===== config.mk =====
export PLATFORM = sky130hd
export DESIGN_NAME = bnb_ram
export DESIGN_NICKNAME = d
export VERILOG_FILES = /design/src/hw/rtl/bnb_ram.sv
export SDC_FILE = /design/constraint.sdc
export NUM_CORES = 1
export LEC_CHECK = 0
export BUFFER_PORTS_ARGS = -buffer_cell sky130_fd_sc_hd__buf_4
export CAP_MARGIN = 40
export CORE_MARGIN = 5
export CORE_UTILIZATION = 35
export DETAILED_ROUTE_END_ITERATION = 10
export GPL_ROUTABILITY_DRIVEN = 0
export PLACE_DENSITY_LB_ADDON = 0.05
export SYNTH_ARGS = -nofsm -noshare
export SYNTH_HDL_FRONTEND = slang
export SYNTH_SLANG_ARGS = --single-unit

===== constraint.sdc =====
create_clock -name i_clk -period 4.6 [get_ports i_clk]
set_clock_uncertainty 0.1 [all_clocks]
set_input_delay 0.69 -clock i_clk [delete_from_list [all_inputs] [get_ports i_clk]]
set_output_delay 0.69 -clock i_clk [all_outputs]
set_load 0.01 [all_outputs]

===== src/hw/rtl/bnb_ram.sv =====
`default_nettype none

module bnb_ram #(
    parameter int WIDTH = 32,
    parameter int DEPTH = 16
) (
    input  wire                      i_clk,
    input  wire                      i_we,
    input  wire  [$clog2(DEPTH)-1:0] i_waddr,
    input  wire  [WIDTH-1:0]         i_wdata,
    input  wire  [$clog2(DEPTH)-1:0] i_raddr,
    output logic [WIDTH-1:0]         o_rdata
);

    logic [WIDTH-1:0] r_mem [DEPTH];

    // One write port, one registered read port
    always_ff @(posedge i_clk) begin
        if (i_we) begin
            r_mem[i_waddr] <= i_wdata;
        end
        o_rdata <= r_mem[i_raddr];
    end

endmodule

`default_nettype wire


==> results_dict.tcl, run 1 <==
set metrics [dict create \
    grt_pass1_wl_um 68100 \
    power_density_mw_per_mm2 452 \
    ys_warn_count 0 \
    regArea_mm2 0.0160 \
    port-buffer-count 73 \
    slowest_stage "nor2_4" \
    num_vias 9057 \
    grtUsageTotal 0.153 \
    min_period_ns 2.32 \
    hold_buffers 0 \
    cp_cell_sequence "buf_4 > nand3b_1 > nor2_4 > buf_4" \
    path_class "in -> reg" \
    first_pass_iters 4 \
    clockPowerShare 0.427 \
    rows 87 \
    r2r_slack_ns 3.14 \
    cts_setup_buffers 0 \
    routed_wl_um 46500 \
    worst_pin_slew_ns 0.831 \
    rr_startpoint "r_mem[11][26]$_DFFE_PP_" \
    via_per_inst 5.12 \
    period_share 0.504 \
    cts_tree "built" \
    pwr-share-comb 0.051 \
    syn2layout_area_growth_pct 19.2 \
    cts_buffers 58 \
    initial_core_util 0.353 \
    startpoint_type "primary input" \
    peakVddDrop_mv 0.286 \
    clkSlewWorstSetupHoldPaths_ns 0.06 \
    critPathCaptureType "register" \
    syn_area_per_cell_um2 23.7 \
    worst-path-buf-inv 2 \
    synth.distinct_cells 18 \
    synth_fa_ha_area_frac 0 \
    status "finished clean" \
    synthMuxAreaShare 0.145 \
    final_max_slew_viol_count 0 \
    fill_cells 4917 \
    grt_pass1_vias 9917 \
    required_ns 4.74 \
    root_buffer "clkbuf_16" \
    drtAntennaViolNets 0 \
    clk_path_buf_depth 3 \
    dr.first_iter.drc_count 762 \
    synth-compound-area-share 0.0242 \
    slowest_delay_ns 0.74 \
    multi_input_area_mm2 0.00375 \
    p_sw_mw 2.18 \
    grt_max_degree 73 \
    die_x_um 248 \
    yosys.area_share.simple 0.0127 \
    finalNetCount 1006 \
    min_path_type "in -> reg" \
    postSynthRegisterBits 544 \
    route.detailed.drc 0 \
    n_antenna_cell 0 \
    finalSetupTns_ns 0 \
    synth_top_family_by_area "multiplexers" \
    dp_hpwl_um 25900 \
    synthesis.area_mm2 0.0199 \
    cp_data_arrival_time_ns 2.46 \
    power.share.switching 0.204 \
    endpoint "r_mem[10][21]$_DFFE_PP_" \
    path_max_fanout 17 \
    die_h_um 248 \
    synth_fp_nets 880 \
    htreeDepth 2 \
    path_delay_family "simple AND/OR/NAND/NOR gates" \
    setup_viol 0 \
    maxCapViolations 0 \
    timing.fmax_mhz 431 \
    layout_setup_ws_ns 2.28 \
    p_leak_nw 7.56 \
    wire_per_inst_um 26.3 \
    r2r_end "o_rdata[26]$_DFF_P_" \
    dp_slack_ns 1.61 \
    power_mw 10.7 \
    num_io_pins 74 \
    post-route-util 0.420 \
    rsz0062_at_grt "false" \
    drive_above_1_share 0.331 \
    post_cts_resized 0 \
    overflow 0 \
    hold_viol_final 0 \
    sequentialPowerShare 0.522 \
    clkLatencyLatePin_ns 0.59 \
    crit_path_start "i_waddr[2]" \
    antenna_found_initial 0 \
    die_area_mm2 0.0616 \
    p_int_mw 8.51 \
    netlist_instances 838 \
    rr_worst_depth 3 \
    core_area_mm2 0.0563 \
    cts.sinks 544 \
    yosysSeqAreaShare 0.807 \
    cp.depth 4 \
    synth_xor_area_frac 0 \
    cpMostUsedCell "buf_4" \
    slew_headroom 0.445 \
]
## stage by stage
| stage | cells | cell area (um^2) | hold slack, ns |
|---|---|---|---|
| floorplan | 838 | 19900 | 0.535 |
| global placement | 1647 | 21500 | 0.556 |
| detailed placement | 1660 | 21800 | 0.556 |
| CTS | 1770 | 23700 | 0.245 |
| global route | 1770 | 23700 | 0.267 |
| finish | 1770 | 23700 | 0.292 |
## layout make-up
type	count	share of cell area
sequential	544	0.677
multi-input combinational	251	0.158
clock buffer	82	0.0687
timing repair buffer	109	0.0453
tap	756	0.0400
clock inverter	28	0.0108
## synthesized netlist by cell type (all sizes together)
cell | instances | area, um^2
nor2b | 2 | 12.5
clkbuf | 17 | 63.8
nand2b | 2 | 12.5
nor3 | 4 | 20.0
a22oi | 64 | 480
dfxtp | 32 | 641
nand2 | 33 | 124
buf | 26 | 159
edfxtp | 512 | 15400
nor2 | 13 | 48.8
nand3b | 2 | 15.0
nand3 | 1 | 5.00
mux4 | 128 | 2880
and2 | 1 | 6.26
or3b | 1 | 8.76
## how the worst min path moves through the flow
stage / from / cells after the start / endpoint / slack, ns
after floorplan: r_mem[14][0]$_DFFE_PP_ / 3 / o_rdata[0]$_DFF_P_ / 0.53
after global placement: r_mem[14][15]$_DFFE_PP_ / 3 / o_rdata[15]$_DFF_P_ / 0.56
after detailed placement: r_mem[15][15]$_DFFE_PP_ / 3 / o_rdata[15]$_DFF_P_ / 0.56
after CTS: i_wdata[24] / 1 / r_mem[15][24]$_DFFE_PP_ / 0.25
after global routing: i_wdata[23] / 1 / r_mem[14][23]$_DFFE_PP_ / 0.27
final: i_wdata[23] / 1 / r_mem[14][23]$_DFFE_PP_ / 0.29
## layer usage
layer	GRT usage	vias up	part of all wire
met5	0	-	0
met4	0.0407	0	0.021
met3	0.0344	67	0.059
met2	0.233	230	0.46
met1	0.225	4920	0.46
li1	-	3840	-
## cells in the final DEF (no fill, tap or decap)
master / instances
a22oi_1: 64
and2_2: 1
buf_12: 7
buf_16: 8
buf_4: 93
bufinv_16: 5
clkbuf_1: 19
clkbuf_16: 61
clkbuf_8: 3
clkinv_1: 13
clkinv_2: 8
clkinvlp_4: 1
dfxtp_1: 32
edfxtp_1: 512
inv_6: 1
mux4_2: 128
nand2_1: 33
nand2b_1: 2
nand3_1: 1
nand3b_1: 2
nor2_4: 13
nor2b_4: 2
nor3_2: 4
or3b_2: 1
## flip-flops by register name, summed over array words and instances (netlist names)
signal / flops
r_mem: 512
o_rdata: 32
## logic make-up (layout without fill, tap and decap cells)
logic type	count (synthesis)	after routing
muxes	128	128
AOI/OAI and AO/OA	64	64
buffers and inverters	43	219
and+or+nand+nor	59	59
DFF	544	544
## power groups by stage
stage                     combinational [mW]  clock, mW  sequential, mW
after floorplan                        0.266          0            5.69
after global placement                 0.530          0            5.68
after detailed placement               0.560          0            5.68
after CTS                              0.562       4.70            5.58
after global routing                   0.593       4.90            5.58
final                                  0.546       4.57            5.58
(Power assumes the default switching activity.)
==> inputs of run 2 (changes only) <==
- clock period: 4.6 -> 2.2 ns (I/O delays scaled with it)
==> results_dict.tcl, run 2 (synthesis results as in run 1) <==
set metrics [dict create \
    status "finished clean" \
    dpl-instance-area_mm2 0.0220 \
    dp_hpwl_um 24200 \
    rows 87 \
    top_regs "r_mem x512, o_rdata x32" \
    peakVddDrop_mv 0.555 \
    drtAntennaViolNets 0 \
    design_area_mm2 0.0243 \
    cts.sinks 544 \
    min_period_ns 1.54 \
    post-route-util 0.432 \
    final_cells 1808 \
    slowest_delay_ns 0.38 \
    drive_above_1_share 0.337 \
    wire_per_inst_um 25.7 \
    path_delay_family "flip-flops" \
    p_int_mw 18.3 \
    htreeDepth 2 \
    timing.fmax_mhz 648 \
    dr.max_layer_used "met5" \
    worst-path-buf-inv 1 \
    grtUsageTotal 0.153 \
    clk_path_buf_depth 3 \
    via_per_inst 5.07 \
    met1_length_um 20900 \
    rr_startpoint "r_mem[3][15]$_DFFE_PP_" \
    post_cts_resized 0 \
    holdWs_ns 0.203 \
    dp_cells 1665 \
    antenna_found_initial 1 \
    clkLatencyLatePin_ns 0.60 \
    min_to "r_mem[12][13]$_DFFE_PP_" \
    core_area_mm2 0.0563 \
    p_leak_nw 7.83 \
    die_x_um 248 \
    cts_tree "built" \
    grt_max_degree 53 \
    regMostFlops "r_mem" \
    grt_pass1_vias 10000 \
    r2r_end "o_rdata[15]$_DFF_P_" \
    min_delay_path_depth 3 \
    power_density_mw_per_mm2 944 \
    p_sw_mw 4.63 \
    mostFrequentLayoutCells "edfxtp_1 (512), mux4_2 (128), buf_4 (84), a22oi_1 (64), clkbuf_16 (61)" \
    critPathCaptureType "output pin" \
    setup_viol 0 \
    wl_met2_um 22600 \
    cts_setup_buffers 0 \
    pwr-share-comb 0.053 \
    slowest_stage "dfxtp_1" \
    final_common_cell "edfxtp_1" \
    r2r_slack_ns 0.71 \
    finalNetCount 1045 \
    final_max_slew_viol_count 0 \
    dr.first_iter.drc_count 653 \
    route.detailed.drc 0 \
    worst_pin_slew_ns 0.663 \
    port-buffer-count 73 \
    period_share 0.701 \
    overflow 0 \
    clockPowerShare 0.439 \
    met3WireLength_um 2100 \
    die_h_um 248 \
    clkSlewWorstSetupHoldPaths_ns 0.06 \
    slew_headroom 0.558 \
    rr_worst_depth 3 \
    fill_cells 4819 \
    power.share.switching 0.202 \
    required_ns 1.77 \
    sequentialPowerShare 0.508 \
    path_class "reg -> out" \
    path_max_fanout 1 \
    cts_buffers 60 \
    grt_pass1_wl_um 68000 \
    cp_data_arrival_time_ns 1.11 \
    syn2layout_area_growth_pct 22.3 \
    hold_viol_final 0 \
    num_vias 9175 \
    rsz0062_at_grt "false" \
    startpoint_type "register" \
    routed_wl_um 46500 \
    initial_core_util 0.353 \
    root_buffer "clkbuf_16" \
    num_io_pins 74 \
    largest_reg_flops 512 \
    holdCritStartpoint "i_waddr[1]" \
    die_area_mm2 0.0616 \
    first_pass_iters 4 \
    min_path_type "in -> reg" \
    cp_cell_sequence "buf_4" \
    maxCapViolations 0 \
    n_antenna_cell 0 \
]
[run 2: per-layer routing]
layer,track usage,up-vias
met4,0.0404,2
met2,0.249,210
met1,0.217,4982
li1,-,3918
met5,0,-
met3,0.0259,63
[run 2: worst max-delay path by stage]
stage / start / end / cells after the start
after floorplan: i_waddr[2] / r_mem[10][0]$_DFFE_PP_ / 2
after global placement: i_raddr[0] / o_rdata[10]$_DFF_P_ / 6
after detailed placement: i_raddr[0] / o_rdata[12]$_DFF_P_ / 6
after CTS: o_rdata[20]$_DFF_P_ / o_rdata[20] / 1
after global routing: o_rdata[19]$_DFF_P_ / o_rdata[19] / 1
final: o_rdata[30]$_DFF_P_ / o_rdata[30] / 1
[run 2: worst min-delay path: stages]
cell and delay, ns:
buf_4 0.18, nor3_4 0.07, buf_4 0.15
[run 2: power by group through the flow]
stage | Sequential [mW] | Combinational (mW) | Clock (mW)
after floorplan | 11.9 | 0.559 | 0
after global placement | 11.9 | 1.17 | 0
after detailed placement | 11.9 | 1.19 | 0
after CTS | 11.7 | 1.24 | 10.3
after global routing | 11.7 | 1.31 | 10.8
final | 11.7 | 1.21 | 10.1
[run 2: final cells by class]
type / count / area [um^2] / area share
timing repair buffer: 146 / 1550 / 0.0636
tap: 756 / 946 / 0.0389
clock inverter: 34 / 370 / 0.0152
clock buffer: 77 / 1640 / 0.0674
multi-input combinational: 251 / 3770 / 0.155
sequential: 544 / 16000 / 0.659
[run 2: repair_timing]
item,4_1_cts,5_1_grt
endpoints found under the setup margin,0,0
hold buffers,32,0
hold endpoints to repair,512,0
[run 2: metrics by stage]
step	setup WS, ns	TNS [ns]	total power, mW
finish	0.658	0	22.9
global route	0.608	0	23.8
detailed placement	0.167	0	13.1
global placement	0.183	0	13.0
floorplan	-0.258	-82.81	12.4
CTS	0.596	0	23.3
