==> src/hw/rtl/bnb_pkg.sv <==
`default_nettype none

package bnb_pkg;

    // Payload widths
    localparam int KIND_W    = 1;
    localparam int SEL_W     = 2;
    localparam int CLS_W     = 4;
    localparam int FIDX_W    = 5;
    localparam int VAL_W     = 32;
    localparam int BITS_W    = 32;
    localparam int CC_W      = 5;
    localparam int FC_W      = 6;
    localparam int CFG_IDX_W = 1;
    localparam int CFG_DAT_W = 6;

    // Parameter defaults
    localparam int MAX_CLASSES_DEF  = 16;
    localparam int MAX_FEATURES_DEF = 32;

    // Item kinds
    localparam logic [KIND_W-1:0] KIND_WRITE    = 1'b0;
    localparam logic [KIND_W-1:0] KIND_CLASSIFY = 1'b1;

    // Table selects
    localparam logic [SEL_W-1:0] TBL_PRIOR   = 2'd0;
    localparam logic [SEL_W-1:0] TBL_PRESENT = 2'd1;
    localparam logic [SEL_W-1:0] TBL_ABSENT  = 2'd2;

    // Configuration register indexes
    localparam logic [CFG_IDX_W-1:0] CFG_CLASS_COUNT   = 1'b0;
    localparam logic [CFG_IDX_W-1:0] CFG_FEATURE_COUNT = 1'b1;

    // Register reset values
    localparam logic [CC_W-1:0] CLASS_COUNT_RST   = 5'd2;
    localparam logic [FC_W-1:0] FEATURE_COUNT_RST = 6'd2;

    // Saturation limits
    localparam logic signed [VAL_W-1:0] S32_MAX = 32'sh7FFF_FFFF;
    localparam logic signed [VAL_W-1:0] S32_MIN = 32'sh8000_0000;

    // Tag that travels with each table read
    typedef struct packed {
        logic             valid;   // a read was issued this cycle
        logic             first;   // first term of a class: start from prior
        logic             last;    // last term of a class
        logic             lastc;   // last term of the last class
        logic             nofeat;  // no features in use: score is the prior
        logic             on;      // feature bit set: take present term
        logic [CLS_W-1:0] cls;
    } t_tag;

endpackage

`default_nettype wire

==> src/hw/rtl/bnb_seq.sv <==
`default_nettype none

module bnb_seq #(
    parameter int MAX_CLASSES  = bnb_pkg::MAX_CLASSES_DEF,
    parameter int MAX_FEATURES = bnb_pkg::MAX_FEATURES_DEF
) (
    input  wire                                          i_clk,
    input  wire                                          i_rst_n,
    input  wire                                          i_start,
    input  wire  [bnb_pkg::CC_W-1:0]                     i_nc,
    input  wire  [$clog2(MAX_FEATURES+1)-1:0]            i_nf,
    input  wire  [bnb_pkg::BITS_W-1:0]                   i_bits,
    output logic [$clog2(MAX_CLASSES)-1:0]               o_prior_addr,
    output logic [$clog2(MAX_CLASSES*MAX_FEATURES)-1:0]  o_feat_addr,
    output bnb_pkg::t_tag                                o_tag
);

    import bnb_pkg::*;

    localparam int JW  = $clog2(MAX_FEATURES+1);
    localparam int AW  = $clog2(MAX_CLASSES*MAX_FEATURES);
    localparam int CAW = $clog2(MAX_CLASSES);

    logic              r_act, n_act;
    logic [CLS_W-1:0]  r_cls, n_cls;
    logic [JW-1:0]     r_j, n_j;
    logic [AW-1:0]     r_faddr, n_faddr;
    logic [AW-1:0]     r_cbase, n_cbase;
    logic [BITS_W-1:0] r_bits, n_bits;
    logic [BITS_W-1:0] r_sh, n_sh;
    logic [CC_W-1:0]   r_nc, n_nc;
    logic [JW-1:0]     r_nf, n_nf;

    logic nofeat, last, lastc;

    // Position within the class/feature sweep
    always_comb begin
        nofeat = (r_nf == '0);
        last   = nofeat || ((r_j + JW'(1)) == r_nf);
        lastc  = last && ((CC_W'(r_cls) + CC_W'(1)) == r_nc);
    end

    // Read addresses and tag for the current step
    always_comb begin
        o_prior_addr = CAW'(r_cls);
        o_feat_addr  = r_faddr;
        o_tag.valid  = r_act;
        o_tag.first  = (r_j == '0);
        o_tag.last   = last;
        o_tag.lastc  = lastc;
        o_tag.nofeat = nofeat;
        o_tag.on     = r_sh[0];
        o_tag.cls    = r_cls;
    end

    // Load a sweep on start; then step to the next feature, or to the next class at the end of a row
    always_comb begin
        n_act   = r_act;
        n_cls   = r_cls;
        n_j     = r_j;
        n_faddr = r_faddr;
        n_cbase = r_cbase;
        n_bits  = r_bits;
        n_sh    = r_sh;
        n_nc    = r_nc;
        n_nf    = r_nf;
        if (i_start) begin
            n_act   = 1'b1;
            n_cls   = '0;
            n_j     = '0;
            n_faddr = '0;
            n_cbase = '0;
            n_bits  = i_bits;
            n_sh    = i_bits;
            n_nc    = i_nc;
            n_nf    = i_nf;
        end else if (r_act) begin
            if (last) begin
                n_cls   = r_cls + CLS_W'(1);
                n_j     = '0;
                n_cbase = r_cbase + AW'(MAX_FEATURES);
                n_faddr = r_cbase + AW'(MAX_FEATURES);
                n_sh    = r_bits;
                if (lastc) begin
                    n_act = 1'b0;
                end
            end else begin
                n_j     = r_j + JW'(1);
                n_faddr = r_faddr + AW'(1);
                n_sh    = r_sh >> 1;
            end
        end
    end

    always_ff @(posedge i_clk) begin
        if (!i_rst_n) begin
            r_act <= 1'b0;
        end else begin
            r_act <= n_act;
        end
        r_cls   <= n_cls;
        r_j     <= n_j;
        r_faddr <= n_faddr;
        r_cbase <= n_cbase;
        r_bits  <= n_bits;
        r_sh    <= n_sh;
        r_nc    <= n_nc;
        r_nf    <= n_nf;
    end

endmodule

`default_nettype wire

==> config.mk <==
export PLATFORM = sky130hd
export DESIGN_NAME = bnb_seq
export DESIGN_NICKNAME = d
export VERILOG_FILES = /design/src/hw/rtl/bnb_pkg.sv /design/src/hw/rtl/bnb_seq.sv
export SDC_FILE = /design/constraint.sdc
export NUM_CORES = 1
export LEC_CHECK = 0
export ABC_AREA = 1
export BUFFER_PORTS_ARGS = -buffer_cell sky130_fd_sc_hd__clkbuf_2
export CORE_MARGIN = 3
export CORE_UTILIZATION = 55
export CTS_BUF_LIST = sky130_fd_sc_hd__clkbuf_8 sky130_fd_sc_hd__clkbuf_16
export DETAILED_ROUTE_END_ITERATION = 6
export PLACE_DENSITY = 0.83
export SETUP_SLACK_MARGIN = 0.5
export SLEW_MARGIN = 5
export SYNTH_ARGS = -nofsm -noshare
export SYNTH_HDL_FRONTEND = slang
export SYNTH_SLANG_ARGS = --single-unit
==> constraint.sdc <==
create_clock -name i_clk -period 3.1 [get_ports i_clk]
set_input_delay 0.62 -clock i_clk [delete_from_list [all_inputs] [get_ports i_clk]]
set_output_delay 0.62 -clock i_clk [all_outputs]
set_load 0.01 [all_outputs]
==> flow_summary.yaml <==
outcome:
  outcome: "finished, final reports clean"
logic_synthesis:
  synth_area_per_cell_um2: 9.221
  post_synth_edffs: 75
  synth.net_count: 549
  yosysSeqAreaShare_pct: 59.51
  summed_instance_area_of_the_synthesized_netlist_um2: 4592
  synth.most_common_cell: "sky130_fd_sc_hd__nand2_1"
  ys_top_cells_by_count: "sky130_fd_sc_hd__nand2_1 (146), sky130_fd_sc_hd__edfxtp_1 (75), sky130_fd_sc_hd__inv_1 (56)"
  synth_async_reset_ratio_pct: 0
  postSynthCellCount: 498
  synthFlopType: "sky130_fd_sc_hd__edfxtp_1"
  synth_top_cell_by_area: "sky130_fd_sc_hd__edfxtp_1"
  synth_top_cells_by_area: "sky130_fd_sc_hd__edfxtp_1 (49%), sky130_fd_sc_hd__nand2_1 (12%), sky130_fd_sc_hd__dfxtp_1 (10%), sky130_fd_sc_hd__inv_1 (4.6%), sky130_fd_sc_hd__nor2_1 (4.1%)"
  area_share_of_the_leading_cell_type_in_the_synthesized_netlist_pct: 49.05
  synth_seq_cells: 99
  synth.distinct_cells: 27
  ys_warn_count: 0
global_routing:
  grt_antenna_before_repair: 0
  pin_count_of_the_biggest_net_entering_global_routing: 52
  gr-usage-all-layers_pct: 18.73
  globalRoute.totalOverflow: 0
  grt_first_pass_wirelength_um: 14720
  grt_pass1_vias: 3286
clock_tree:
  clk_root_buffer_cell: "sky130_fd_sc_hd__clkbuf_8"
  cts_buffers: 9
  cts.path.max_buffers: 2
  cts_max_level: 3
  worst_setup_hold_path_clk_slew_ns: 0.09
  clk-insertion-delay-late_ns: 0.36
  cts.sinks: 99
  clock_tree_from_tritoncts: "done"
route:
  dr.first_iter.drc_count: 173
  avgRoutedWirePerCell_um: 13.04
  drcViolationCount: 0
  detail_route.vias_per_cell: 5.097
  vias: 3374
  postRouteAntennaNets: 0
  drt_first_pass_iters: 4
  wl_um: 8633
worst_setup_path:
  setup.worst_path.end_class: "output pin"
  worstSetupStartpointType: "register"
  worst-path-max-fanout: 6
  reg2reg_slack_ns: 0.75
  cp_data_arrival_time_ns: 1.92
  criticalPathCategory: "reg2out"
  r2r_end: "r_sh[9]"
  crit_required_ns: 2.48
  r2r.worst_path.cells: 15
  regToRegStartpoint: "r_j[0]"
placement:
  place.port_buffers: 68
  dp_hpwl_um: 5829
  place_congestion: 0.8303
sta:
  final.setup.tns_ns: 0
  post-route-period-util_pct: 81.91
  maximum_frequency_from_static_timing_analysis_mhz: 393.8
  finClkSkew_ns: 0.01718
  slew_viols_final: 0
  max_slew.worst_pin.slew_ns: 0.5532
  rsz_0062_raised_after_global_routing: "yes"
  hold_viol_final: 0
  final_period_minus_worst_setup_slack_ns: 2.539
  finalSetupViolCount: 0
  timing.slew.headroom_pct: 63.12
floorplan:
  fp.coreArea_um2: 7928
  die_y_um: 97.37
  io_pins: 69
  initial_utilization_pct: 57.92
  core.rowCount: 32
  floorplan.die.width_um: 97.37
  die_area_um2: 9481
layout:
  antenna_cells: 0
  fin_util_pct: 65.40
  layout-drive-gt1-share_pct: 19.82
  finalNetCount: 606
  layout-area-overhead-vs-synth_pct: 12.92
pwr:
  cellPowerDensity_nw_per_um2: 515.8
  p_leak_uw: 0.002266
  ir_worst_vdd_uv: 267.6
hold_path:
  hold_path_depth: 1
  worst_hold_path.endpoint: "r_nf[5]"
  timing.hold.worst.class: "in2reg"
  holdCritStartpoint: "i_nf[5]"
flow_run:
  max-cap-violations: 0
## through the flow
| stage | total power (uW) | setup slack, ns | cell area (um^2) | instances | hold WS [ns] |
|---|---|---|---|---|---|
| 6_report | 2675 | 0.5607 | 5185 | 662 | 0.4386 |
| 5_1_grt | 2784 | 0.4342 | 5185 | 662 | 0.4234 |
| 4_1_cts | 2689 | 0.5193 | 5157 | 661 | 0.4220 |
| 3_5_place_dp | 1847 | 0.6748 | 4928 | 645 | 0.4844 |
| 2_1_floorplan | 1755 | 0.6848 | 4592 | 498 | 0.4516 |
| 3_3_place_gp | 1832 | 0.7853 | 4928 | 645 | 0.4655 |
## critical path: stages, from the launching register on
cell	delay, ns
sky130_fd_sc_hd__dfxtp_4	0.40
sky130_fd_sc_hd__inv_4	0.06
sky130_fd_sc_hd__ha_4	0.28
sky130_fd_sc_hd__inv_2	0.03
sky130_fd_sc_hd__nand2_2	0.04
sky130_fd_sc_hd__nand2_1	0.05
sky130_fd_sc_hd__nor2_1	0.09
sky130_fd_sc_hd__nand3_1	0.09
sky130_fd_sc_hd__nor2_1	0.11
sky130_fd_sc_hd__nand3_1	0.10
sky130_fd_sc_hd__nand2_2	0.09
sky130_fd_sc_hd__inv_2	0.04
sky130_fd_sc_hd__nor2_2	0.08
sky130_fd_sc_hd__buf_2	0.13
## timing repair
action                                  in CTS  in global routing
gates resized for setup                      4                 12
hold buffers                                 0                  0
endpoints found under the setup margin       1                  2
buffers inserted                             0                  1
pin swaps                                    0                  6
## state kept, by name, summed over array words and instances (netlist names)
name,count
r_sh,32
r_nc,5
r_act,1
o_feat_addr,9
r_cbase,4
r_bits,32
o_prior_addr,4
r_j,6
r_nf,6
## logic make-up after synthesis
kind of cell             synth area share, %
AO/OA/AOI/OAI                          5.940
AND/OR/NAND/NOR                        21.77
XOR/XNOR                               2.861
flip-flops                             59.51
adder cells (fa/ha/maj)                1.362
buffers and inverters                  8.555
## cell type report
| class | count | area (um^2) |
|---|---|---|
| fillers | 634 | 2743 |
| flip-flops and latches | 99 | 2741 |
| multi-input cells | 313 | 1486 |
| repair buffers | 75 | 401.6 |
| inverters | 57 | 216.5 |
| well taps | 102 | 127.6 |
| clock buffers | 9 | 123.9 |
| clock inverters | 7 | 87.58 |
## layer usage
metal	global-route usage (%)	routed length, um	vias to the layer above
met3	3.374	422	15
met5	0	0	-
li1	-	-	1712
met4	8.733	184	0
met2	30.57	4296	93
met1	24.30	3729	1554
## worst max path at each step
stage | startpoint | end | slack [ns] | depth (start not counted)
after floorplan | r_j[0] | o_tag[6] | 0.68 | 14
after global placement | r_j[0] | o_feat_addr[4] | 0.79 | 14
after detailed placement | r_j[0] | o_feat_addr[3] | 0.67 | 13
after CTS | o_prior_addr[0] | o_tag[6] | 0.52 | 8
after global routing | r_j[0] | o_tag[6] | 0.43 | 13
final | r_j[0] | o_tag[6] | 0.56 | 13
## power by group
group	internal, uW	total (uW)	switching [uW]
logic	94.1	246	152
clock network	389	850	461
registers	1540	1580	38.6
## cell usage in the layout, fill, tap and decap left out, types with 9 or more instances in the layout
master                     instances
sky130_fd_sc_hd__nor2_1           49
sky130_fd_sc_hd__clkbuf_2         65
sky130_fd_sc_hd__clkbuf_8          9
sky130_fd_sc_hd__nand3_1          26
sky130_fd_sc_hd__edfxtp_1         75
sky130_fd_sc_hd__o21ai_0          17
sky130_fd_sc_hd__nand2_1         145
sky130_fd_sc_hd__inv_1            54
sky130_fd_sc_hd__o21ai_1          17
sky130_fd_sc_hd__dfxtp_1          21
sky130_fd_sc_hd__a21oi_1          16
Note: power is estimated with default switching activity, not from simulation.
