--- config.mk ---
export PLATFORM = sky130hd
export DESIGN_NAME = bnb_acc
export DESIGN_NICKNAME = d
export VERILOG_FILES = /design/src/hw/rtl/bnb_pkg.sv /design/src/hw/rtl/bnb_acc.sv
export SDC_FILE = /design/constraint.sdc
export NUM_CORES = 1
export LEC_CHECK = 0
export BUFFER_PORTS_ARGS = -buffer_cell sky130_fd_sc_hd__buf_2
export CORE_UTILIZATION = 35
export DETAILED_ROUTE_END_ITERATION = 8
export PLACE_DENSITY = 0.64
export SLEW_MARGIN = 30
export SYNTH_ARGS = -nofsm -noshare
export SYNTH_HDL_FRONTEND = slang
export SYNTH_SLANG_ARGS = --single-unit
--- constraint.sdc ---
create_clock -name i_clk -period 10.4 [get_ports i_clk]
set_input_delay 1.04 -clock i_clk [delete_from_list [all_inputs] [get_ports i_clk]]
set_output_delay 1.04 -clock i_clk [all_outputs]
set_load 0.005 [all_outputs]
--- src/hw/rtl/bnb_pkg.sv ---
`default_nettype none

package bnb_pkg;

    // Payload widths
    localparam int KIND_W    = 1;
    localparam int SEL_W     = 2;
    localparam int CLS_W     = 4;
    localparam int FIDX_W    = 5;
    localparam int VAL_W     = 32;
    localparam int BITS_W    = 32;
    localparam int CC_W      = 5;
    localparam int FC_W      = 6;
    localparam int CFG_IDX_W = 1;
    localparam int CFG_DAT_W = 6;

    // Parameter defaults
    localparam int MAX_CLASSES_DEF  = 16;
    localparam int MAX_FEATURES_DEF = 32;

    // Item kinds
    localparam logic [KIND_W-1:0] KIND_WRITE    = 1'b0;
    localparam logic [KIND_W-1:0] KIND_CLASSIFY = 1'b1;

    // Table selects
    localparam logic [SEL_W-1:0] TBL_PRIOR   = 2'd0;
    localparam logic [SEL_W-1:0] TBL_PRESENT = 2'd1;
    localparam logic [SEL_W-1:0] TBL_ABSENT  = 2'd2;

    // Configuration register indexes
    localparam logic [CFG_IDX_W-1:0] CFG_CLASS_COUNT   = 1'b0;
    localparam logic [CFG_IDX_W-1:0] CFG_FEATURE_COUNT = 1'b1;

    // Register reset values
    localparam logic [CC_W-1:0] CLASS_COUNT_RST   = 5'd2;
    localparam logic [FC_W-1:0] FEATURE_COUNT_RST = 6'd2;

    // Saturation limits
    localparam logic signed [VAL_W-1:0] S32_MAX = 32'sh7FFF_FFFF;
    localparam logic signed [VAL_W-1:0] S32_MIN = 32'sh8000_0000;

    // Tag that travels with each table read
    typedef struct packed {
        logic             valid;   // a read was issued this cycle
        logic             first;   // first term of a class: start from prior
        logic             last;    // last term of a class
        logic             lastc;   // last term of the last class
        logic             nofeat;  // no features in use: score is the prior
        logic             on;      // feature bit set: take present term
        logic [CLS_W-1:0] cls;
    } t_tag;

endpackage

`default_nettype wire

--- src/hw/rtl/bnb_acc.sv ---
`default_nettype none

module bnb_acc (
    input  wire                              i_clk,
    input  wire                              i_rst_n,
    input  wire bnb_pkg::t_tag               i_tag,
    input  wire  [bnb_pkg::VAL_W-1:0]        i_prior,
    input  wire  [bnb_pkg::VAL_W-1:0]        i_present,
    input  wire  [bnb_pkg::VAL_W-1:0]        i_absent,
    output logic                             o_done,
    output logic [bnb_pkg::CLS_W-1:0]        o_best_cls,
    output logic signed [bnb_pkg::VAL_W-1:0] o_win_score
);

    import bnb_pkg::*;

    t_tag                     r_t1;
    logic signed [VAL_W-1:0]  r_acc;
    logic                     r_d2;
    logic                     r_lastc2;
    logic [CLS_W-1:0]         r_cls2;
    logic                     r_done;
    logic [CLS_W-1:0]         r_best_cls;
    logic signed [VAL_W-1:0]  r_best;

    logic signed [VAL_W-1:0]  base, term, n_acc;
    logic signed [VAL_W:0]    sum;

    // Shared saturating adder: prior or running score plus one table term, or zero with no features
    always_comb begin
        base = r_t1.first ? $signed(i_prior) : r_acc;
        if (r_t1.nofeat) begin
            term = '0;
        end else if (r_t1.on) begin
            term = $signed(i_present);
        end else begin
            term = $signed(i_absent);
        end
        sum = {base[VAL_W-1], base} + {term[VAL_W-1], term};
        if (sum[VAL_W] != sum[VAL_W-1]) begin
            n_acc = sum[VAL_W] ? S32_MIN : S32_MAX;
        end else begin
            n_acc = sum[VAL_W-1:0];
        end
    end

    // Tag aligned with read data, then accumulate, then compare
    always_ff @(posedge i_clk) begin
        if (!i_rst_n) begin
            r_t1.valid <= 1'b0;
            r_d2       <= 1'b0;
            r_done     <= 1'b0;
        end else begin
            r_t1.valid <= i_tag.valid;
            r_d2       <= r_t1.valid && r_t1.last;
            r_done     <= r_d2 && r_lastc2;
        end
        r_t1.first  <= i_tag.first;
        r_t1.last   <= i_tag.last;
        r_t1.lastc  <= i_tag.lastc;
        r_t1.nofeat <= i_tag.nofeat;
        r_t1.on     <= i_tag.on;
        r_t1.cls    <= i_tag.cls;
        if (r_t1.valid) begin
            r_acc <= n_acc;
        end
        r_cls2   <= r_t1.cls;
        r_lastc2 <= r_t1.lastc;
        // strictly greater wins; class zero always seeds the best
        if (r_d2 && ((r_cls2 == '0) || (r_acc > r_best))) begin
            r_best     <= r_acc;
            r_best_cls <= r_cls2;
        end
    end

    assign o_done      = r_done;
    assign o_best_cls  = r_best_cls;
    assign o_win_score = r_best;

endmodule

`default_nettype wire

==> summary.md, run 1 <==
| Metric | Value |
|---|---|
| Die Height | 135 um |
| Slew HR | 55.9% |
| Clock Latency Late Sink | 0.33 ns |
| Die Footprint | 0.0184 mm^2 |
| CP Class | reg -> reg |
| Post-synth top area cell | edfxtp_1 |
| Final Hold Viols | 0 |
| Layout cell share with drive strength beyond 1 | 29.5% |
| Crit path max-delay cell type | nor2_4 |
| Clk_skew | 0.00768 ns |
| Via count | 4,955 |
| CTS Hold Bufs | 0 |
| IO Pins | 145 |
| Max Freq | 0.252 GHz |
| Synthesized area | 0.00624 mm^2 |
| Post-route non-filler standard cell count | 975 |
| YS warnings | 0 |
| Initial DRC Count | 260 |
| Main area contributors after synthesis | edfxtp_1, ha_1, mux2_2 |
| EDFF count, synth | 68 |
| Post-Syn Area per Cell | 10.2 um^2 |
| Total grt overflow | 0 |
| Routed WL | 15,700 um |
| Post-CTS Setup Bufs | 0 |
| CP Max Fanout | 33 |
| Crit start category | flip-flop |
| Leading cell type by number of instances after synthesis | edfxtp_1 |
| Clock buffer depth | 2 |
| Crit path DAT | 4.02 ns |
| Period utilization | 38.2% |
| DR WL/cell | 16.1 um |
| Worst-path cell chain | buf_4, mux2_2, ha_1, a211oi_2, o21ai_1, a21o_1, a21o_1, or3_1, and4b_4, nor2_4, o21ai_0 |
| Post-Synthesis Cells | 611 |
| Final ANT Viol Nets | 0 |
| Diode count | 0 |
| Post-DP HPWL | 12,600 um |
| H-tree depth | 3 |
| Starting Density | 35.9% |
| Num CTS Buffers | 9 |
| Maxcap violations | 0 |
| Async S/R FF share, synth | 0% |
| Worst hold path type | reg -> reg |
| Synth unique cells | 64 |
| Flop and latch count out of synthesis | 85 |
| CTS Sinks | 85 |
| Critical path's largest stage delay | 0.54 ns |
| Max Slew Vio Count | 0 |
| Area of the core | 0.0174 mm^2 |
| TritonCTS clock tree | yes |
| Maximum vdd ir drop | 0.0961 mV |
| Vias in the first global route | 4,668 |
| Horiz. Die Dim | 135 um |
| Total Nets Final | 918 |
| Routability cong. | 0.856 |
| Rows | 48 |
| First-pass GRT wire length | 24,400 um |
| Root buf cell | clkbuf_16 |
| Post-CTS Resized | 0 |
| Port Buffers | 144 |
| Count of final setup violators | 0 |
| Clock slew at reported path FFs | 0.06 ns |
| Status | complete, no violations |
| DR vias/cell | 5.08 |
| Share of Yosys cell area claimed by the top area cell type | 32.7% |
| Commonest cells post-synth | edfxtp_1, ha_1, nor2_1, inv_1, a21oi_1 |
| Worst Tran Pin Value | 0.660 ns |
| Unrepaired setup endpoints after global routing | no |
| WP data required | 10.44 ns |
| Synth Net Count | 784 |
| Top FF cell, synth | edfxtp_1 |
| Area Overhead vs Synth | 19.3% |
| Fillers | 1,681 |
| Min Clock Period, post-route | 3.98 ns |
| DR pass1 iterations | 5 |
| P_leak | 0.00341 uW |
| Worst Setup End Kind | flip-flop |
| Power density over the cells | 146 mW/mm^2 |
| Initial antenna violation count | 0 |
| Crit-path most repeated cell | a21o_1 |
| Sequential fraction of the synthesis area | 38.2% |
| # DRC | 0 |
| GRT Overall Usage | 17.4% |
| Largest net degree at the start of global routing | 37 |
| Cells after DPL | 959 |
| Post-route setup TNS | 0 ns |
-- where the power goes --
part	switching, uW	total [uW]	internal [uW]
Clock	128	318	190
Sequential	22.2	430	407
Combinational	193	342	149
Total	343	1090	747
-- placed cells by master (no fill, tap or decap), types with 11 or more instances in the layout --
cell / synthesis / layout
a21o_1: 27 / 27
nand2_1: 24 / 24
xor2_1: 14 / 14
buf_2: 3 / 144
ha_1: 64 / 64
edfxtp_1: 68 / 68
xnor2_1: 13 / 13
nor2_1: 55 / 55
nand4_1: 13 / 13
dfxtp_1: 17 / 16
inv_1: 42 / 42
a21oi_1: 39 / 39
mux2_2: 31 / 31
a211oi_1: 11 / 11
o21ai_0: 29 / 29
mux2i_1: 34 / 34
-- worst paths after layout --
path	from	end	slack, ns	depth (start not counted)
setup / recovery	r_t1[8]	r_acc[22]	6.42	11
hold / removal	r_t1[1]	r_cls2[1]	0.33	0
setup reg to reg	r_t1[8]	r_acc[22]	6.42	11
hold reg to reg	r_t1[1]	r_cls2[1]	0.33	0
-- cells by family after synthesis --
kind of cell | share of synthesized area, %
AOI/OAI and AO/OA | 17.8
xor gates and xnor gates | 3.79
adders and majority gates | 13.5
buffers and inverters | 4.75
DFF | 38.2
muxes | 11.1
and+or+nand+nor | 10.9
-- flip-flops by register name, indices dropped and copies added, names as in the netlist --
name         count
r_cls2           4
r_acc           32
r_d2             1
r_lastc2         1
o_best_cls       4
o_win_score     32
o_done           1
r_t1            10
-- worst max-delay path: cells and delay by family (launching register included) --
family,cells,cell delay [ns]
flip-flops,1,0.31
AND/OR/NAND/NOR,3,1.10
buffers and inverters,1,0.39
AO/OA/AOI/OAI,5,1.02
adder cells (fa/ha/maj),1,0.42
multiplexers,1,0.41
-- metal layers --
layer / GRT usage [%] / up-vias / part of all wire [%]
met5: 0 / - / 0
met3: 2.06 / 14 / 4.7
met4: 7.24 / 0 / 2.0
li1: - / 2541 / -
met2: 28.5 / 123 / 47
met1: 23.3 / 2277 / 46
-- per-stage QoR --
| step | cell area, um^2 | total power [uW] | setup slack, ns | hold WS, ns | utilization [%] |
|---|---|---|---|---|---|
| 3_5_place_dp | 7130 | 778 | 6.16 | 0.312 | 41.1 |
| 2_1_floorplan | 6240 | 691 | 6.83 | 0.310 | - |
| 4_1_cts | 7430 | 1100 | 6.44 | 0.326 | 42.8 |
| 3_3_place_gp | 7130 | 776 | 6.22 | 0.311 | 41.1 |
| 6_report | 7440 | 1090 | 6.42 | 0.326 | 42.9 |
| 5_1_grt | 7440 | 1160 | 6.19 | 0.331 | 42.9 |
-- final cells by class --
type	instances	area [um^2]	share of cell area, %
clock buffers	12	278	3.73
clock inverters	4	27.5	0.370
inverters	42	158	2.12
multi-input cells	460	3570	47.9
flip-flops and latches	85	2390	32.1
well taps	225	282	3.78
repair buffers	147	743	9.99
No activity file was read; power rests on OpenSTA's default activity.
==> inputs of run 2 (changes only) <==
Settings changed: PLACE_DENSITY 0.64 to 0.66.
Clock period 10.4 ns to 3.3 ns, I/O delays scaled along.
==> summary.md, run 2 (synthesized netlist as in run 1, its figures left out) <==
| Metric | Value |
|---|---|
| Status | complete, no violations |
| CP Class | reg -> reg |
| WP data required | 3.38 ns |
| DR WL/cell | 17.1 um |
| Final ANT Viol Nets | 0 |
| Largest net degree at the start of global routing | 34 |
| Power density over the cells | 441 mW/mm^2 |
| Clock slew at reported path FFs | 0.06 ns |
| Period utilization | 99.9% |
| Horiz. Die Dim | 135 um |
| Count of final setup violators | 0 |
| Area of the core | 0.0174 mm^2 |
| Max Slew Vio Count | 0 |
| Maximum vdd ir drop | 0.278 mV |
| GRT Overall Usage | 19.2% |
| First-pass GRT wire length | 27,000 um |
| DR vias/cell | 5.24 |
| Via count | 5,473 |
| Most common cell after layout, fill and taps aside | buf_2 |
| H-tree depth | 3 |
| IO Pins | 145 |
| CP Max Fanout | 12 |
| Total grt overflow | 0 |
| Die Footprint | 0.0184 mm^2 |
| Max Freq | 0.303 GHz |
| Diode count | 0 |
| Routability cong. | 0.876 |
| Vias in the first global route | 5,274 |
| Starting Density | 35.9% |
| Clock buffer depth | 2 |
| Reg2reg setup slack | 0.002 ns |
| Final Cell Area | 0.00867 mm^2 |
| Worst Setup End Kind | flip-flop |
| Slew HR | 61.3% |
| RR Startpoint | r_t1[8] |
| Initial DRC Count | 368 |
| TritonCTS clock tree | yes |
| R2R depth | 13 |
| Routed WL | 17,900 um |
| Worst hold path type | in -> reg |
| Root buf cell | clkbuf_16 |
| Rows | 48 |
| CTS Sinks | 85 |
| Total Nets Final | 988 |
| Dpl cell area | 0.00751 mm^2 |
| Crit path launch | r_t1[8] |
| Layout cell share with drive strength beyond 1 | 43.5% |
| P_leak | 0.00388 uW |
| Crit path DAT | 3.38 ns |
| Reg2Reg Capture Point | r_acc[17] |
| DR pass1 iterations | 5 |
| Die Height | 135 um |
| Hold Crit Depth | 1 |
| Clock Latency Late Sink | 0.34 ns |
| Initial antenna violation count | 0 |
| Post-DP HPWL | 13,100 um |
| Worst Tran Pin Value | 0.573 ns |
| Maxcap violations | 0 |
| Clk_skew | 0.00640 ns |
| Worst Setup EP | r_acc[17] |
| Most frequent cells in the layout | buf_2, edfxtp_1, buf_4 |
| Unrepaired setup endpoints after global routing | yes |
| # DRC | 0 |
| Min Clock Period, post-route | 3.30 ns |
| Final hold slack | 0.0936 ns |
| Crit start category | flip-flop |
| Final Hold Viols | 0 |
| Port Buffers | 144 |
| Num CTS Buffers | 9 |
| Area Overhead vs Synth | 39.1% |
[run 2: layer usage]
metal | track usage [%] | wire length (um) | up-vias | part of all wire [%]
li1 | - | - | 2675 | -
met1 | 24.9 | 7890 | 2557 | 44
met2 | 32.1 | 8590 | 203 | 48
met3 | 2.21 | 862 | 38 | 4.8
met4 | 8.80 | 541 | 0 | 3.0
met5 | 0 | 0 | - | 0
[run 2: worst min path at each step]
stage | startpoint | to | slack, ns
floorplan | r_t1[0] | r_cls2[0] | 0.31
global placement | r_t1[0] | r_cls2[0] | 0.31
detailed placement | r_t1[3] | r_cls2[3] | 0.31
CTS | i_tag[4] | r_t1[4] | 0.08
global route | i_tag[1] | r_t1[1] | 0.08
finish | i_tag[5] | r_t1[5] | 0.09
[run 2: critical path: stages, from the launching register on]
cell and delay [ns]:
dfxtp_4 0.39, buf_12 0.11, buf_16 0.14, mux2_2 0.36
ha_1 0.23, nor3_2 0.27, o21ai_1 0.13, a21o_1 0.22
a21o_1 0.19, or3_1 0.32, and4b_4 0.25, nor2_4 0.19
clkbuf_16 0.21, a21oi_2 0.04
[run 2: through the flow]
stage / std cells / setup WS, ns / total power (uW) / util [%] / setup TNS (ns)
6_report: 1045 / 0.00233 / 3820 / 50.0 / 0
5_1_grt: 1045 / -0.0961 / 4020 / 50.0 / -2.31
4_1_cts: 1033 / 0.00474 / 3630 / 47.6 / 0
3_5_place_dp: 998 / -0.0222 / 2570 / 43.2 / -0.231
3_3_place_gp: 998 / 0.00299 / 2560 / 43.2 / 0
2_1_floorplan: 611 / 0.0211 / 2180 / - / 0
[run 2: report_power, final]
part / total, uW / switching, uW / internal [uW] / leakage [uW]
Combinational: 1540 / 773 / 768 / 0.00297
Sequential: 1350 / 66.7 / 1280 / 0.000775
Clock: 933 / 404 / 528 / 0.000142
Total: 3820 / 1240 / 2580 / 0.00388
[run 2: final cells by class]
cell class                 count  area [um^2]
timing repair buffer         217         1500
sequential                    85         2390
inverter                      42          158
clock buffer                  10          239
tap                          225          282
fill                        1551         8680
clock inverter                 6         37.5
multi-input combinational    460         4070
[run 2: repair_timing]
action	in CTS	in global routing
gates cloned	4	1
pin swaps	18	31
setup buffers	15	12
resized for setup	34	74
setup endpoints to repair	25	31
endpoints found under the hold margin	0	0
hold buffers	0	0
==> inputs of run 3 (changes only) <==
Settings changed: CORE_UTILIZATION 35 to 48, PLACE_DENSITY 0.66 to 0.83.
==> summary.md, run 3 (synthesized netlist as in run 1, its figures left out) <==
| Metric | Value |
|---|---|
| Status | complete, no violations |
| Layout cell share with drive strength beyond 1 | 36.4% |
| Num CTS Buffers | 9 |
| Period utilization | 97.9% |
| Final Cell Area | 0.00798 mm^2 |
| Crit path DAT | 3.31 ns |
| WP data required | 3.38 ns |
| Critical path's largest stage delay | 0.46 ns |
| CTS Sinks | 85 |
| IO Pins | 145 |
| Final Hold Viols | 0 |
| Total Nets Final | 978 |
| Worst-path cell chain | buf_12, mux2_2, ha_1, a2111o_1, o21ai_4, o211ai_4, buf_4, a31o_2, o21ai_0, mux2_4, o21ai_0 |
| Dpl cell area | 0.00742 mm^2 |
| Worst Tran Pin Value | 0.447 ns |
| Rows | 41 |
| Post-DP HPWL | 12,700 um |
| Most frequent cells in the layout | buf_2, edfxtp_1, ha_1 |
| Area of the core | 0.0126 mm^2 |
| Vias in the first global route | 5,023 |
| Min Clock Period, post-route | 3.23 ns |
| Worst hold path type | in -> reg |
| Max Freq | 0.310 GHz |
| H-tree depth | 3 |
| Port Buffers | 144 |
| Post-route non-filler standard cell count | 982 |
| Maxcap violations | 0 |
| Crit path max-delay cell type | a2111o_1 |
| GRT Overall Usage | 24.2% |
| Post-route setup TNS | 0 ns |
| Total grt overflow | 0 |
| Clock slew at reported path FFs | 0.06 ns |
| Initial antenna violation count | 0 |
| Cells after DPL | 946 |
| CP Class | reg -> reg |
| DR vias/cell | 5.52 |
| P_leak | 0.00372 uW |
| Area Overhead vs Synth | 28.0% |
| CP Max Fanout | 17 |
| Worst path bufs/invs | 2 |
| Clock Latency Late Sink | 0.34 ns |
| Die Height | 116 um |
| Initial DRC Count | 391 |
| Count of final setup violators | 0 |
| Unrepaired setup endpoints after global routing | yes |
| Total Power | 3570 uW |
| Most common cell after layout, fill and taps aside | buf_2 |
| Root buf cell | clkbuf_16 |
| Starting Density | 49.4% |
| Max Slew Vio Count | 0 |
| Cell family with most CP delay | compound AO/OA/AOI/OAI gates |
| Power density over the cells | 447 mW/mm^2 |
| Clock buffer depth | 2 |
| Routability cong. | 0.941 |
| Horiz. Die Dim | 116 um |
| R2R depth | 11 |
| Final core utilization | 63.3% |
| Crit start category | flip-flop |
| First-pass GRT wire length | 24,700 um |
| DR pass1 iterations | 5 |
| Worst Setup End Kind | flip-flop |
| Final ANT Viol Nets | 0 |
| Hold Crit Depth | 1 |
| Largest net degree at the start of global routing | 34 |
| Die Footprint | 0.0135 mm^2 |
| DR WL/cell | 16.6 um |
| Via count | 5,424 |
| Clk_skew | 0.00856 ns |
| Routed WL | 16,300 um |
| Diode count | 0 |
| # DRC | 0 |
| CP Depth | 11 |
| TritonCTS clock tree | yes |
| Slew HR | 69.8% |
| Maximum vdd ir drop | 0.212 mV |
| Crit-path most repeated cell | o21ai_0 |
==> run 3: cell count changes in the layout (fill, tap and decap cells not counted), sizes merged <==
cell	delta
buf	-8
bufbuf	-1
clkbuf	+4
clkinv	-4
inv	-1
==> run 3: layout make-up <==
type,instances,area [um^2]
Inverter,42,158
Sequential cell,85,2390
Tap cell,172,215
Clock buffer,15,258
Timing Repair Buffer,207,1260
Clock inverter,1,8.76
Fill cell,992,4640
Multi-Input combinational cell,460,3700
==> run 3: power by group <==
| part | switching [uW] | total, uW | leakage (uW) | internal, uW |
|---|---|---|---|---|
| clock network | 377 | 911 | 0.000128 | 533 |
| logic | 689 | 1310 | 0.00282 | 617 |
| registers | 66.1 | 1350 | 0.000774 | 1280 |
| total | 1130 | 3570 | 0.00372 | 2430 |
==> run 3: worst register-to-register path, stage by stage, from the launching register on <==
cell and delay [ns]:
dfxtp_2 0.38, buf_12 0.17, mux2_2 0.35, ha_1 0.32, a2111o_1 0.46, o21ai_4 0.25
o211ai_4 0.14, buf_4 0.18, a31o_2 0.26, o21ai_0 0.17, mux2_4 0.20, o21ai_0 0.10
==> run 3: final timing paths <==
check / start / to / slack [ns]
setup / recovery: r_t1[8] / r_acc[25] / 0.07
hold / removal: i_tag[4] / r_t1[4] / 0.1
setup reg to reg: r_t1[8] / r_acc[25] / 0.07
hold reg to reg: r_t1[1] / r_cls2[1] / 0.32
==> run 3: per-layer routing <==
layer	part of all wire [%]	up-vias	wire length (um)	track usage (%)
met4	2.7	0	442	10.3
met3	5.7	32	935	3.19
met5	0	-	0	0
met2	48	205	7830	41.3
met1	44	2541	7090	30.7
li1	-	2646	-	-
==> run 3: per-stage QoR <==
stage / hold WS (ns) / worst slack (ns)
after floorplan: 0.310 / 0.0211
after global placement: 0.310 / 0.0473
after detailed placement: 0.312 / -0.0937
after CTS: 0.0920 / 0.00209
after global routing: 0.0917 / -0.0529
final: 0.0994 / 0.0699
==> run 3: what timing repair did <==
| action | CTS | global route |
|---|---|---|
| pin swaps | 4 | 13 |
| gates cloned | 0 | 0 |
| buffers inserted | 4 | 16 |
| hold buffers | 0 | 0 |
| endpoints found under the setup margin | 28 | 31 |
| endpoints found under the hold margin | 0 | 0 |
| resized for setup | 8 | 27 |
